===== src/swam_pkg.sv =====
// Shared types and constants for the sliding window anagram matcher.
`default_nettype none

package swam_pkg;

   // Field widths fixed by the word format
   localparam int LETTER_W = 5;
   localparam int TYPE_W   = 2;
   localparam int POS_W    = 16;

   // Stream word widths: fields padded up to whole bytes
   localparam int REQ_TDATA_W = 8;
   localparam int RSP_TDATA_W = 24;

   // Defaults for the top level parameters
   localparam int MAX_PATTERN_DEFAULT = 64;
   localparam int ALPHABET_DEFAULT    = 26;

   typedef enum logic [TYPE_W-1:0] {
      REQ_CLEAR   = 2'd0,
      REQ_PATTERN = 2'd1,
      REQ_TEXT    = 2'd2
   } req_kind_type;

   // Per-letter lane control, one set per letter
   typedef struct packed {
      logic clear;     // drop both counts
      logic need_inc;  // pattern letter lands on this lane
      logic sel_in;    // text letter entering the window is this lane
      logic sel_out;   // letter leaving the window is this lane
   } lane_ctrl_type;

   typedef struct packed {
      logic take;      // entering letter was still needed
      logic give;      // leaving letter was within the need
   } lane_stat_type;

endpackage

`default_nettype wire


===== src/swam_ram.sv =====
// Generic single-write, single-read RAM with registered read data.
`default_nettype none

module swam_ram #(
   parameter int WIDTH = 8,
   parameter int DEPTH = 64,
   parameter int AW    = (DEPTH > 1) ? $clog2(DEPTH) : 1
) (
   input  wire logic             clock,
   input  wire logic             wr_en,
   input  wire logic [AW-1:0]    wr_addr,
   input  wire logic [WIDTH-1:0] wr_data,
   input  wire logic [AW-1:0]    rd_addr,
   output logic      [WIDTH-1:0] rd_data
);

   logic [WIDTH-1:0] mem_ff [DEPTH];
   logic [WIDTH-1:0] rd_data_ff;

   // read returns the old contents on a same-address write
   always_ff @(posedge clock) begin
      if (wr_en) begin
         mem_ff[wr_addr] <= wr_data;
      end
      rd_data_ff <= mem_ff[rd_addr];
   end

   assign rd_data = rd_data_ff;

endmodule

`default_nettype wire


===== src/swam_lane.sv =====
// One letter lane: needed count and window count for a single letter.
`default_nettype none

module swam_lane #(
   parameter int CW = 7
) (
   input  wire logic                   clock,
   input  wire logic                   reset,
   input  wire swam_pkg::lane_ctrl_type ctrl,
   output swam_pkg::lane_stat_type      stat
);
   import swam_pkg::*;

   logic [CW-1:0] need_ff;
   logic [CW-1:0] need_in;
   logic [CW-1:0] win_ff;
   logic [CW-1:0] win_in;
   logic [CW-1:0] win_mid;
   logic          has_need;
   logic          fits;

   always_comb begin
      has_need = (need_ff != '0);
      win_mid  = win_ff + CW'(ctrl.sel_in && has_need);
      fits     = (win_mid <= need_ff);
      need_in  = need_ff + CW'(ctrl.need_inc);
      win_in   = win_mid;
      if (ctrl.sel_out && has_need && (win_mid != '0)) begin
         win_in = win_mid - CW'(1);
      end
      stat.take = ctrl.sel_in && has_need && fits;
      stat.give = ctrl.sel_out && has_need && fits;
   end

   always_ff @(posedge clock) begin
      if (reset || ctrl.clear) begin
         need_ff <= '0;
         win_ff  <= '0;
      end else begin
         need_ff <= need_in;
         win_ff  <= win_in;
      end
   end

endmodule

`default_nettype wire


===== src/sliding_window_anagram_match.sv =====
// Top level of the streaming sliding window anagram matcher.
// Usage:
//   req channel: one word per request. tuser carries the request kind
//   (clear, pattern letter, text letter), tdata the letter index.
//   A clear word drops all counts; pattern words build the need table
//   (overflow flag past MAX_PATTERN); text words slide the window.
//   rsp channel: one word per text word, none for other words: the
//   window match flag, a sticky found flag, the text index and overflow.
// Timing:
//   An accepted word is held in the input register and worked on from
//   there; its result is registered in the output register, from which
//   it is taken. One word per cycle is sustained while rsp_tready stays
//   high. The leaving letter of the window is prefetched from the history
//   RAM through its registered read, with a bypass for a same-cycle write
//   to that entry.
// Reset and stalls:
//   Reset empties both registers and clears all counts; history RAM
//   contents are not cleared. When rsp_tready is low the result holds
//   and the input register holds one more word; req_tready drops only
//   while both are full.
`default_nettype none

module sliding_window_anagram_match #(
   parameter int MAX_PATTERN = swam_pkg::MAX_PATTERN_DEFAULT,
   parameter int ALPHABET    = swam_pkg::ALPHABET_DEFAULT
) (
   input  wire logic                             clock,
   input  wire logic                             reset,
   // req_tdata: [4:0] letter, [7:5] zero
   input  wire logic [swam_pkg::REQ_TDATA_W-1:0] req_tdata,
   // req_tuser: [1:0] req_type
   input  wire logic [swam_pkg::TYPE_W-1:0]      req_tuser,
   input  wire logic                             req_tvalid,
   output logic                                  req_tready,
   // rsp_tdata: [0] window_match, [1] found_any, [17:2] text_position,
   //            [18] pattern_overflow, [23:19] zero
   output logic [swam_pkg::RSP_TDATA_W-1:0]      rsp_tdata,
   output logic                                  rsp_tvalid,
   input  wire logic                             rsp_tready
);
   import swam_pkg::*;

   localparam int HW = (MAX_PATTERN > 1) ? $clog2(MAX_PATTERN) : 1;
   localparam int CW = $clog2(MAX_PATTERN + 1);
   localparam logic [POS_W-1:0] POS_MAX = '1;

   // input register
   logic                in_vld_ff, in_vld_in;
   req_kind_type        in_kind_ff;
   logic [LETTER_W-1:0] in_letter_ff;

   // result register
   logic             rsp_vld_ff, rsp_vld_in;
   logic             rsp_match_ff, rsp_found_ff, rsp_ovf_ff;
   logic [POS_W-1:0] rsp_pos_ff;

   // matcher state
   logic [CW-1:0]       plen_ff, plen_in;
   logic [CW-1:0]       rem_ff, rem_in;
   logic [CW-1:0]       fill_ff, fill_in;
   logic [HW-1:0]       head_ff, head_in;
   logic [POS_W-1:0]    pos_ff, pos_in;
   logic                found_ff, found_in;
   logic                ovf_ff, ovf_in;
   logic                byp_ff, byp_in;
   logic [LETTER_W-1:0] byp_letter_ff;

   logic                go;
   logic                do_clear, do_pat, txt_live;
   logic                c_in_alpha;
   logic [CW-1:0]       fill_mid;
   logic                full;
   logic [CW-1:0]       rem_mid;
   logic                match;
   logic                any_take, any_give;
   logic [LETTER_W-1:0] old_letter, ram_q;
   logic                wr_en;
   logic [HW-1:0]       hp1, rd_addr;

   lane_ctrl_type       lane_ctrl [ALPHABET];
   lane_stat_type       lane_stat [ALPHABET];
   logic [ALPHABET-1:0] take_vec, give_vec;

   // Work happens when the result register is free or being emptied
   assign go         = in_vld_ff && (!rsp_vld_ff || rsp_tready);
   assign req_tready = !in_vld_ff || go;
   assign in_vld_in  = (req_tvalid && req_tready) || (in_vld_ff && !go);

   assign c_in_alpha = (32'(in_letter_ff) < 32'(ALPHABET));
   assign do_clear   = go && (in_kind_ff == REQ_CLEAR);
   assign do_pat     = go && (in_kind_ff == REQ_PATTERN) && (pos_ff == '0) && c_in_alpha
                       && (plen_ff != CW'(MAX_PATTERN));
   assign txt_live   = go && (in_kind_ff == REQ_TEXT) && (plen_ff != '0);

   // Window fill after this letter enters; full means one must leave
   assign fill_mid = (fill_ff < plen_ff) ? fill_ff + CW'(1) : fill_ff;
   assign full     = (fill_mid == plen_ff);

   // Leaving letter: own letter for a one-letter pattern, else the ring
   assign old_letter = (plen_ff == CW'(1)) ? in_letter_ff :
                       (byp_ff ? byp_letter_ff : ram_q);

   for (genvar l = 0; l < ALPHABET; l++) begin : g_lane
      logic hit_in, hit_out;

      assign hit_in  = (32'(in_letter_ff) == l);
      assign hit_out = (32'(old_letter) == l);

      assign lane_ctrl[l].clear    = do_clear;
      assign lane_ctrl[l].need_inc = do_pat && hit_in;
      assign lane_ctrl[l].sel_in   = txt_live && hit_in;
      assign lane_ctrl[l].sel_out  = txt_live && full && hit_out;

      assign take_vec[l] = lane_stat[l].take;
      assign give_vec[l] = lane_stat[l].give;

      swam_lane #(
         .CW(CW)
      ) u_lane (
         .clock(clock),
         .reset(reset),
         .ctrl (lane_ctrl[l]),
         .stat (lane_stat[l])
      );
   end

   assign any_take = |take_vec;
   assign any_give = |give_vec;

   assign rem_mid = (any_take && (rem_ff != '0)) ? rem_ff - CW'(1) : rem_ff;
   assign match   = (plen_ff == '0) || (full && (rem_mid == '0));

   // History ring write for each live text letter
   assign wr_en = txt_live;

   // Next state
   always_comb begin
      plen_in  = plen_ff;
      rem_in   = rem_ff;
      fill_in  = fill_ff;
      head_in  = head_ff;
      pos_in   = pos_ff;
      found_in = found_ff;
      ovf_in   = ovf_ff;
      if (go) begin
         unique case (in_kind_ff)
            REQ_CLEAR: begin
               plen_in  = '0;
               rem_in   = '0;
               fill_in  = '0;
               head_in  = '0;
               pos_in   = '0;
               found_in = 1'b0;
               ovf_in   = 1'b0;
            end
            REQ_PATTERN: begin
               if (do_pat) begin
                  plen_in = plen_ff + CW'(1);
                  rem_in  = rem_ff + CW'(1);
               end else if ((pos_ff == '0) && c_in_alpha) begin
                  ovf_in = 1'b1;
               end
            end
            REQ_TEXT: begin
               if (pos_ff != POS_MAX) begin
                  pos_in = pos_ff + POS_W'(1);
               end
               if (match) begin
                  found_in = 1'b1;
               end
               if (txt_live) begin
                  rem_in  = rem_mid + CW'(any_give);
                  fill_in = full ? fill_mid - CW'(1) : fill_mid;
                  head_in = (head_ff == HW'(MAX_PATTERN - 1)) ? '0 : head_ff + HW'(1);
               end
            end
            default: begin
            end
         endcase
      end
   end

   // Prefetch address of the letter the next word would drop
   always_comb begin
      hp1 = (head_in == HW'(MAX_PATTERN - 1)) ? '0 : head_in + HW'(1);
      if (CW'(hp1) >= plen_in) begin
         rd_addr = HW'(CW'(hp1) - plen_in);
      end else begin
         rd_addr = HW'(CW'(hp1) + CW'(MAX_PATTERN) - plen_in);
      end
      byp_in = wr_en && (head_ff == rd_addr);
   end

   swam_ram #(
      .WIDTH(LETTER_W),
      .DEPTH(MAX_PATTERN),
      .AW   (HW)
   ) u_hist (
      .clock  (clock),
      .wr_en  (wr_en),
      .wr_addr(head_ff),
      .wr_data(in_letter_ff),
      .rd_addr(rd_addr),
      .rd_data(ram_q)
   );

   // Result register
   always_comb begin
      rsp_vld_in = rsp_vld_ff && !rsp_tready;
      if (go) begin
         rsp_vld_in = (in_kind_ff == REQ_TEXT);
      end
   end

   always_ff @(posedge clock) begin
      if (reset) begin
         in_vld_ff  <= 1'b0;
         rsp_vld_ff <= 1'b0;
         plen_ff    <= '0;
         rem_ff     <= '0;
         fill_ff    <= '0;
         head_ff    <= '0;
         pos_ff     <= '0;
         found_ff   <= 1'b0;
         ovf_ff     <= 1'b0;
         byp_ff     <= 1'b0;
      end else begin
         in_vld_ff  <= in_vld_in;
         rsp_vld_ff <= rsp_vld_in;
         plen_ff    <= plen_in;
         rem_ff     <= rem_in;
         fill_ff    <= fill_in;
         head_ff    <= head_in;
         pos_ff     <= pos_in;
         found_ff   <= found_in;
         ovf_ff     <= ovf_in;
         byp_ff     <= byp_in;
      end
   end

   // Payload registers
   always_ff @(posedge clock) begin
      byp_letter_ff <= in_letter_ff;
      if (req_tvalid && req_tready) begin
         in_kind_ff   <= req_kind_type'(req_tuser);
         in_letter_ff <= req_tdata[LETTER_W-1:0];
      end
      if (go && (in_kind_ff == REQ_TEXT)) begin
         rsp_match_ff <= match;
         rsp_found_ff <= found_in;
         rsp_pos_ff   <= pos_ff;
         rsp_ovf_ff   <= ovf_ff;
      end
   end

   assign rsp_tvalid = rsp_vld_ff;
   assign rsp_tdata  = {(RSP_TDATA_W - POS_W - 3)'(0), rsp_ovf_ff, rsp_pos_ff,
                        rsp_found_ff, rsp_match_ff};

endmodule

`default_nettype wire


===== config.mk =====
export PLATFORM = sky130hd
export DESIGN_NAME = sliding_window_anagram_match
export DESIGN_NICKNAME = d
export VERILOG_FILES = /design/src/swam_pkg.sv /design/src/swam_ram.sv /design/src/swam_lane.sv /design/src/sliding_window_anagram_match.sv
export SDC_FILE = /design/constraint.sdc
export NUM_CORES = 2
export LEC_CHECK = 0
export ABC_AREA = 1
export BUFFER_PORTS_ARGS = -buffer_cell sky130_fd_sc_hd__buf_2
export CAP_MARGIN = 25
export CORE_AREA = 2 2 289 291
export DETAILED_ROUTE_END_ITERATION = 16
export DIE_AREA = 0 0 291 293
export HOLD_SLACK_MARGIN = 0.02
export PLACE_DENSITY = 0.83
export SETUP_SLACK_MARGIN = 0.15
export SYNTH_ARGS = -nofsm -noshare
export SYNTH_HDL_FRONTEND = slang
export SYNTH_SLANG_ARGS = --single-unit

===== constraint.sdc =====
create_clock -name clock -period 7.4 [get_ports clock]
set_clock_uncertainty 0.1 [all_clocks]
set_input_delay 0.37 -clock clock [delete_from_list [all_inputs] [get_ports clock]]
set_output_delay 0.37 -clock clock [all_outputs]
set_load 0.02 [all_outputs]

# Word level (Yosys, flattened, before mapping)

Memory sizes are Yosys's and may differ from the RTL's. A register that Yosys moved wholly into a read port is not among the register bits.
Index checks and enable logic that the tools add are counted.

Bits in registers: 443
Latch bits: 0
Bits in writable memories: 320
Bits in read-only memories: 0
Input bits: 14
Output and inout bits: 26
Logic and storage cells: 611
Memories: 1

Memory list:

| name          | depth | bits a word | rd ports | clocked after memory_dff | wr ports | RTL line       | RTL |
|---|---|---|---|---|---|---|---|
| u_hist.mem_ff | 64    | 5           | 1        | 1                        | 1        | swam_ram.sv:17 | `logic [WIDTH-1:0] mem_ff [DEPTH];` |

$add $sub $neg: 90
Multipliers: 0
Div/mod/pow operators: 0
Magnitude comparators: 29
Equality and inequality tests: 64
Shifts and indexed selects: 0
Mux-type cells: 56
Bitwise gates (word level): 0
Reduce and logical (&&, ||, !) cells: 302

Operator list:

| operator              | number |
|---|---|
| $reduce_bool 7->1     | 54 |
| $add 7x1->7           | 53 |
| $mux 7                | 34 |
| $logic_and 1x1->1     | 224 |
| $sub 7x1->7 const B   | 28 |
| $le 7x7->1            | 26 |
| $eq 5x5->1 const B    | 20 |
| $eq 5x4->1 const B    | 16 |
| $reduce_or 26->1      | 2 |
| $eq 5x3->1 const B    | 8 |
| $pmux 16 s2           | 1 |
| $mux 6                | 5 |
| $pmux 7 s2            | 2 |
| $add 7x1->7 const B   | 3 |
| $pmux 7 s3            | 1 |
| $eq 5x2->1 const B    | 4 |
| $add 6x1->6 const B   | 3 |
| $add 16x1->16 const B | 1 |
| $logic_not 16->1      | 1 |
| $mux 16               | 1 |
| $ne 16x16->1 const B  | 1 |
| $logic_not 7->1       | 2 |
| $eq 6x6->1 const B    | 2 |
| $pmux 6 s2            | 1 |
| 24 further kinds      | 48 |

# Depth between registers and ports, before layout

Depth after elaboration: 19
Depth in mapped cells: 40
Mapped depth without buffers: 38

# Cells and area by module

From an unflattened synthesis, not the netlist that was laid out.

Cells, all modules: 6,226
Area, all modules: 46,875.0 µm²

Modules (own cells, without submodules):

| module                           | times used | cells each | area each (µm²) | seq. area each (µm²) |
|---|---|---|---|---|
| swam_lane (g_lane[0].u_lane ...) | 24         | 159        | 1,056.0         | 280.3 |
| swam_ram                         | 1          | 1,162      | 13,387.8        | 9,709.3 |
| sliding_window_anagram_match     | 1          | 933        | 6,020.8         | 1,841.8 |
| swam_lane (g_lane[9].u_lane)     | 1          | 156        | 1,063.5         | 280.3 |
| swam_lane (g_lane[21].u_lane)    | 1          | 159        | 1,058.5         | 280.3 |

# Worst setup path before layout

No wires, ideal clock.

Path kind: register to register
Start point: register in_letter_ff[3]
End point: register rem_ff[2]
Data arrival time: 5,265 ps
Setup slack: 1,903 ps
Cell stages (with the launch flop): 34
Path buffers: 0
Cells stage by stage: edfxtp_1 nand3_1 nor2_1 inv_1 nor3_1 ha_1 ha_1 nand2_1 inv_1 nand4_1 xor2_1 inv_1 ha_1 nand2_1 nor2_1 nand2_1 nand2_1 nand2_1 nand2_1 nand2_1 nor2_1 nand2_1 nor2_1 nand2_2 nand2_4 xor2_1 ha_1 ha_1 inv_1 or2_2 nand3_1 o21ai_0 nand2_1 a21oi_1

Cells in the longest elaborated chain, start to end: 12
Elaborated cells between the ends (all ways): 273

Ends and longest elaborated chain:

| item                               | RTL line                            | RTL |
|---|---|---|
| start, declared                    | sliding_window_anagram_match.sv:50  | `logic [LETTER_W-1:0] in_letter_ff;` |
| start signal, assigned             | sliding_window_anagram_match.sv:246 | `in_letter_ff <= req_tdata[LETTER_W-1:0];` |
| $eq 5x1->1 (tied with other cells) | sliding_window_anagram_match.sv:106 | `assign hit_in = (32'(in_letter_ff) == l);` |
| $logic_and 1x1->1                  | sliding_window_anagram_match.sv:111 | `assign lane_ctrl[l].sel_in = txt_live && hit_in;` |
| $logic_and 1x1->1                  | swam_lane.sv:24, swam_lane.sv:31    |  |
| $add 7x1->7                        | swam_lane.sv:24                     | `win_mid = win_ff + CW'(ctrl.sel_in && has_need);` |
| $le 7x7->1                         | swam_lane.sv:25                     | `fits = (win_mid <= need_ff);` |
| $logic_and 1x1->1                  | swam_lane.sv:31                     | `stat.take = ctrl.sel_in && has_need && fits;` |
| $reduce_or 26->1                   | sliding_window_anagram_match.sv:127 | `assign any_take = \|take_vec;` |
| $logic_and 1x1->1                  | sliding_window_anagram_match.sv:130 | `assign rem_mid = (any_take && (rem_ff != '0)) ? rem_ff - CW'(1) : rem_ff;` |
| $mux 7                             | sliding_window_anagram_match.sv:130 |  |
| $add 7x1->7                        | sliding_window_anagram_match.sv:172 | `rem_in = rem_mid + CW'(any_give);` |
| $mux 7                             | sliding_window_anagram_match.sv:171 | `if (txt_live) begin` |
| $pmux 7 s3                         | sliding_window_anagram_match.sv:146 | `unique case (in_kind_ff)` |
| end signal, assigned               | sliding_window_anagram_match.sv:231 | `rem_ff <= rem_in;` |
| end, declared                      | sliding_window_anagram_match.sv:59  | `logic [CW-1:0] rem_ff, rem_in;` |

Several ways; a longest one is shown, not always the timed one. The select of a mux whose other input is x is not followed.
A chain may end at the register's enable or synchronous reset.

# Final worst setup path

Start point: register in_kind_ff[0]
End point: register rem_ff[2]

Cells in the longest elaborated chain, start to end: 14
Elaborated cells between the ends (all ways): 229

Ends and longest elaborated chain:

| item                           | RTL line                                                                | RTL |
|---|---|---|
| start, declared                | sliding_window_anagram_match.sv:49                                      | `req_kind_type in_kind_ff;` |
| start signal, assigned         | sliding_window_anagram_match.sv:245                                     | `in_kind_ff <= req_kind_type'(req_tuser);` |
| $eq 2x2->1                     | sliding_window_anagram_match.sv:93, sliding_window_anagram_match.sv:146 |  |
| $logic_and 1x1->1 (2 in a row) | sliding_window_anagram_match.sv:93                                      | `assign txt_live = go && (in_kind_ff == REQ_TEXT) && (plen_ff != '0);` |
| $logic_and 1x1->1              | sliding_window_anagram_match.sv:111                                     |  |
| $logic_and 1x1->1              | swam_lane.sv:24, swam_lane.sv:31                                        |  |
| $add 7x1->7                    | swam_lane.sv:24                                                         |  |
| $le 7x7->1                     | swam_lane.sv:25                                                         |  |
| $logic_and 1x1->1              | swam_lane.sv:31                                                         |  |
| $reduce_or 26->1               | sliding_window_anagram_match.sv:127                                     |  |
| $logic_and 1x1->1              | sliding_window_anagram_match.sv:130                                     |  |
| $mux 7                         | sliding_window_anagram_match.sv:130                                     |  |
| $add 7x1->7                    | sliding_window_anagram_match.sv:172                                     |  |
| $mux 7                         | sliding_window_anagram_match.sv:171                                     |  |
| $pmux 7 s3                     | sliding_window_anagram_match.sv:146                                     |  |

Several ways; a longest one is shown, not always the timed one. The select of a mux whose other input is x is not followed.

==> metrics.md <==
| Metric | Value |
|---|---|
| Worst setup path startpoint | `in_kind_ff[0]` |
| Worst slew pin tran | `1.17 ns` |
| Dpl cells | `6933` |
| Synth warn | `0` |
| Io pins | `40` |
| Critical path arrival | `7.19 ns` |
| HPWL Detailed | `78.0 mm` |
| Max-Cap Viols | `0` |
| RSZ-0062 raised after global routing | `no` |
| I/O Buffers | `31` |
| Startpoint Class | `flop` |
| Wire per inst | `16.4 um` |
| Area of the multi-input gates | `22400 um2` |
| Pleak | `22.8 nW` |
| Reg-to-reg slack, setup | `0.63 ns` |
| Residual DRC | `0` |
| Compound-Gate Fraction of Synth Area | `0.0653` |
| Cells after Synth | `5942` |
| Antenna fix cells | `0` |
| Congestion Overflow GR | `0` |
| Worst Setup End Kind | `flop` |
| Setup bufs post-CTS | `0` |
| Reg area | `18800 um2` |
| CTS Hold Bufs | `8` |
| Reg-to-Reg End | `rem_ff[2]` |
| Area delta synth->final | `8.61%` |
| FP Rows | `105` |
| Max Clk Rate | `148 MHz` |
| Sum of negative setup slack | `0 ns` |
| Largest family of logic cells by synthesized area | `simple AND/OR/NAND/NOR gates` |
| Vias | `39954` |
| Worst Path Buf+Inv | `6` |
| Total Wirelength | `116 mm` |
| Finished Layout Cells | `7091` |
| Worst Hold End | `in_vld_ff` |
| Sequential element share of the synthesized area | `0.411` |
| Clk sinks | `768` |
| Die Span Y | `293 um` |
| Largest cells by area after synthesis | `edfxtp_1, dfxtp_1, ha_1, nand2_1, inv_1` |
| Total CTS buffers | `81` |
| Die area | `85300 um2` |
| Cell variety after synth | `66` |
| Adder-cell share of the synthesized area | `0.106` |
| Crit path max-delay cell type | `buf_4` |
| Run status | `complete, no violations` |
| Top-area cell type share of the netlist area | `0.227` |
| Area leader, netlist | `edfxtp_1` |
| Minimum clock period after layout | `6.77 ns` |
| Worst rel slew slack | `0.218` |
| PwrDens | `182 nW/um2` |
| Starting density of the core | `0.559` |
| WS Path Type | `flop to flop` |
| GRT Util Overall | `0.266` |
| Drt initial violations | `3347` |
| Avg Synthesized Cell Area | `7.71 um2` |
| Cts repair resizes | `0` |
| Fillcell total | `6810` |
| CP max stage delay | `0.49 ns` |
| Largest net degree at the start of global routing | `95` |
| CORE AREA | `81800 um2` |
| Depth of the CTS H-tree | `3` |
| Count of final max-slew check failures | `0` |
| Final net count | `6359` |
| Worst hold path class | `input pin to flop` |
| Layout cells sized above 1 | `0.0530` |
| Post-route ant nets | `0` |
| Synth async-reset ratio | `0` |
| Antenna violations before repair | `1` |
| Worst VDD drop | `0.000175 V` |
| Top FF cell, synth | `dfxtp_1` |
| Die W | `291 um` |
| Finish-stage setup viols | `0` |
| Root buf cell | `clkbuf_16` |
| Cells on worst reg2reg path | `36` |
| Worst-path fanout max | `25` |
| Cell Area, Synth | `45800 um2` |
| Mux cell area share after synthesis | `0.000219` |
| DR pass1 iterations | `6` |
| Crit share post-route | `0.915` |
| Vias per Instance | `5.63` |
| Hold Startpoint | `rsp_tready` |
| Most frequent CP cell | `nand2_1` |
| Worst-path clk slew | `0.06 ns` |
| Clk_lat worst skew | `0.67 ns` |
| Crit Reg-Reg Startpoint | `in_kind_ff[0]` |
| Xor and xnor fraction of the mapped netlist area | `0.0322` |
| Hold Path Depth | `6` |
| Final hold viol count | `0` |
| Maximum buffer depth of the clock tree | `3` |
| Post-synth EDFFs | `346` |
| Post-Synth Simple-Gate Area | `0.284` |
| Crit-path leading delay family | `simple AND/OR/NAND/NOR gates` |
| First-pass GRT wire length | `187 mm` |
| Final GP Congestion | `0.907` |
| CP required | `7.82 ns` |
| Vias in the first global route | `38649` |
| Flop and latch count out of synthesis | `768` |
| TritonCTS clock tree | `yes` |
worst min-delay path, cell delays in order:
cell	delay [ns]
buf_2	0.09
inv_1	0.05
nand2_1	0.09
inv_1	0.07
nand2_1	0.10
a21oi_1	0.07
cell usage after synthesis (5+ instances only):
| master | number |
|---|---|
| a21o_1 | 22 |
| a21oi_1 | 311 |
| a31o_2 | 13 |
| a31oi_1 | 14 |
| and3_1 | 5 |
| buf_1 | 20 |
| buf_2 | 22 |
| buf_4 | 16 |
| buf_6 | 15 |
| clkbuf_1 | 74 |
| dfxtp_1 | 422 |
| edfxtp_1 | 346 |
| ha_1 | 388 |
| inv_1 | 989 |
| inv_2 | 25 |
| nand2_1 | 1131 |
| nand2_2 | 8 |
| nand2_4 | 7 |
| nand2b_1 | 5 |
| nand3_1 | 624 |
| nand3_2 | 10 |
| nand3b_1 | 14 |
| nand4_1 | 159 |
| nor2_1 | 642 |
| nor2_2 | 22 |
| nor3_1 | 144 |
| nor3b_1 | 49 |
| nor4_1 | 51 |
| o211ai_1 | 8 |
| o21a_1 | 11 |
| o21ai_0 | 131 |
| o21ai_1 | 16 |
| or2_2 | 13 |
| xnor2_1 | 20 |
| xor2_1 | 143 |
cell usage in the layout (no fill, tap or decap), types with 131 or more instances in the layout:
cell type	netlist	routed
a21oi_1	311	311
dfxtp_1	422	422
edfxtp_1	346	346
ha_1	388	388
inv_1	989	988
nand2_1	1131	1130
nand3_1	624	623
nand4_1	159	159
nor2_1	642	642
nor3_1	144	144
o21ai_0	131	131
xor2_1	143	142
power breakdown:
group / internal, mW / switching (mW) / leakage, nW / total, mW
clock: 2.41 / 1.80 / 1.34 / 4.21
combinational: 0.0740 / 0.300 / 15.0 / 0.375
sequential: 4.43 / 0.00876 / 6.54 / 4.44
total: 6.92 / 2.11 / 22.8 / 9.03
registers in the layout, indices dropped and copies added (netlist names), named ones only:
register               flops
rsp_found_ff               1
pos_ff                    16
in_kind_ff                 2
rem_ff                     7
ovf_ff                     1
byp_ff                     1
in_vld_ff                  1
g_lane.u_lane.need_ff    182
plen_ff                    6
u_hist.rd_data             5
u_hist.mem_ff            320
g_lane.u_lane.win_ff     182
rsp_tvalid                 1
fill_ff                    7
in_letter_ff               5
byp_letter_ff              5
rsp_pos_ff                16
rsp_match_ff               1
rsp_ovf_ff                 1
found_ff                   1
head_ff                    6
kinds of logic after synthesis:
group           Yosys count
mux                       1
simple gates           2903
other cells               1
xor+xnor                166
flops                   768
compound gates          548
fa+ha+maj               389
buf+inv                1166
stage by stage:
stage                     instance area, um2  power (mW)  worst slack, ns  hold slack (ns)   util
after global routing                   49700        9.24            0.181            0.180  0.608
after floorplan                        45800        4.77             1.90            0.308      -
final                                  49700        9.03            0.628            0.136  0.608
after CTS                              49700        9.05            0.780           0.0764  0.607
after detailed placement               46900        4.89            0.831            0.320  0.573
after global placement                 46800        4.88             1.04            0.318  0.572
routing by layer:
layer,vias to the layer above,track usage,part of all wire
met3,411,0.0407,0.080
met4,2,0.143,0.053
met1,18328,0.317,0.39
li1,19475,-,-
met2,1738,0.462,0.48
met5,-,0,0.00016
area by class of cell:
class                      instances  area share
clock buffer                     107      0.0443
multi-input combinational       4012       0.451
inverter                        1018      0.0769
timing repair buffer              75      0.0111
tap                             1070      0.0269
clock inverter                    41      0.0109
sequential                       768       0.379
worst max path at each step:
| stage | depth (start not counted) | endpoint |
|---|---|---|
| after CTS | 36 | rem_ff[2] |
| after detailed placement | 36 | rem_ff[2] |
| after global routing | 36 | rem_ff[2] |
| final | 36 | rem_ff[2] |
| after global placement | 36 | rem_ff[2] |
| after floorplan | 33 | rem_ff[2] |
Power figures use the tool's default switching activity.
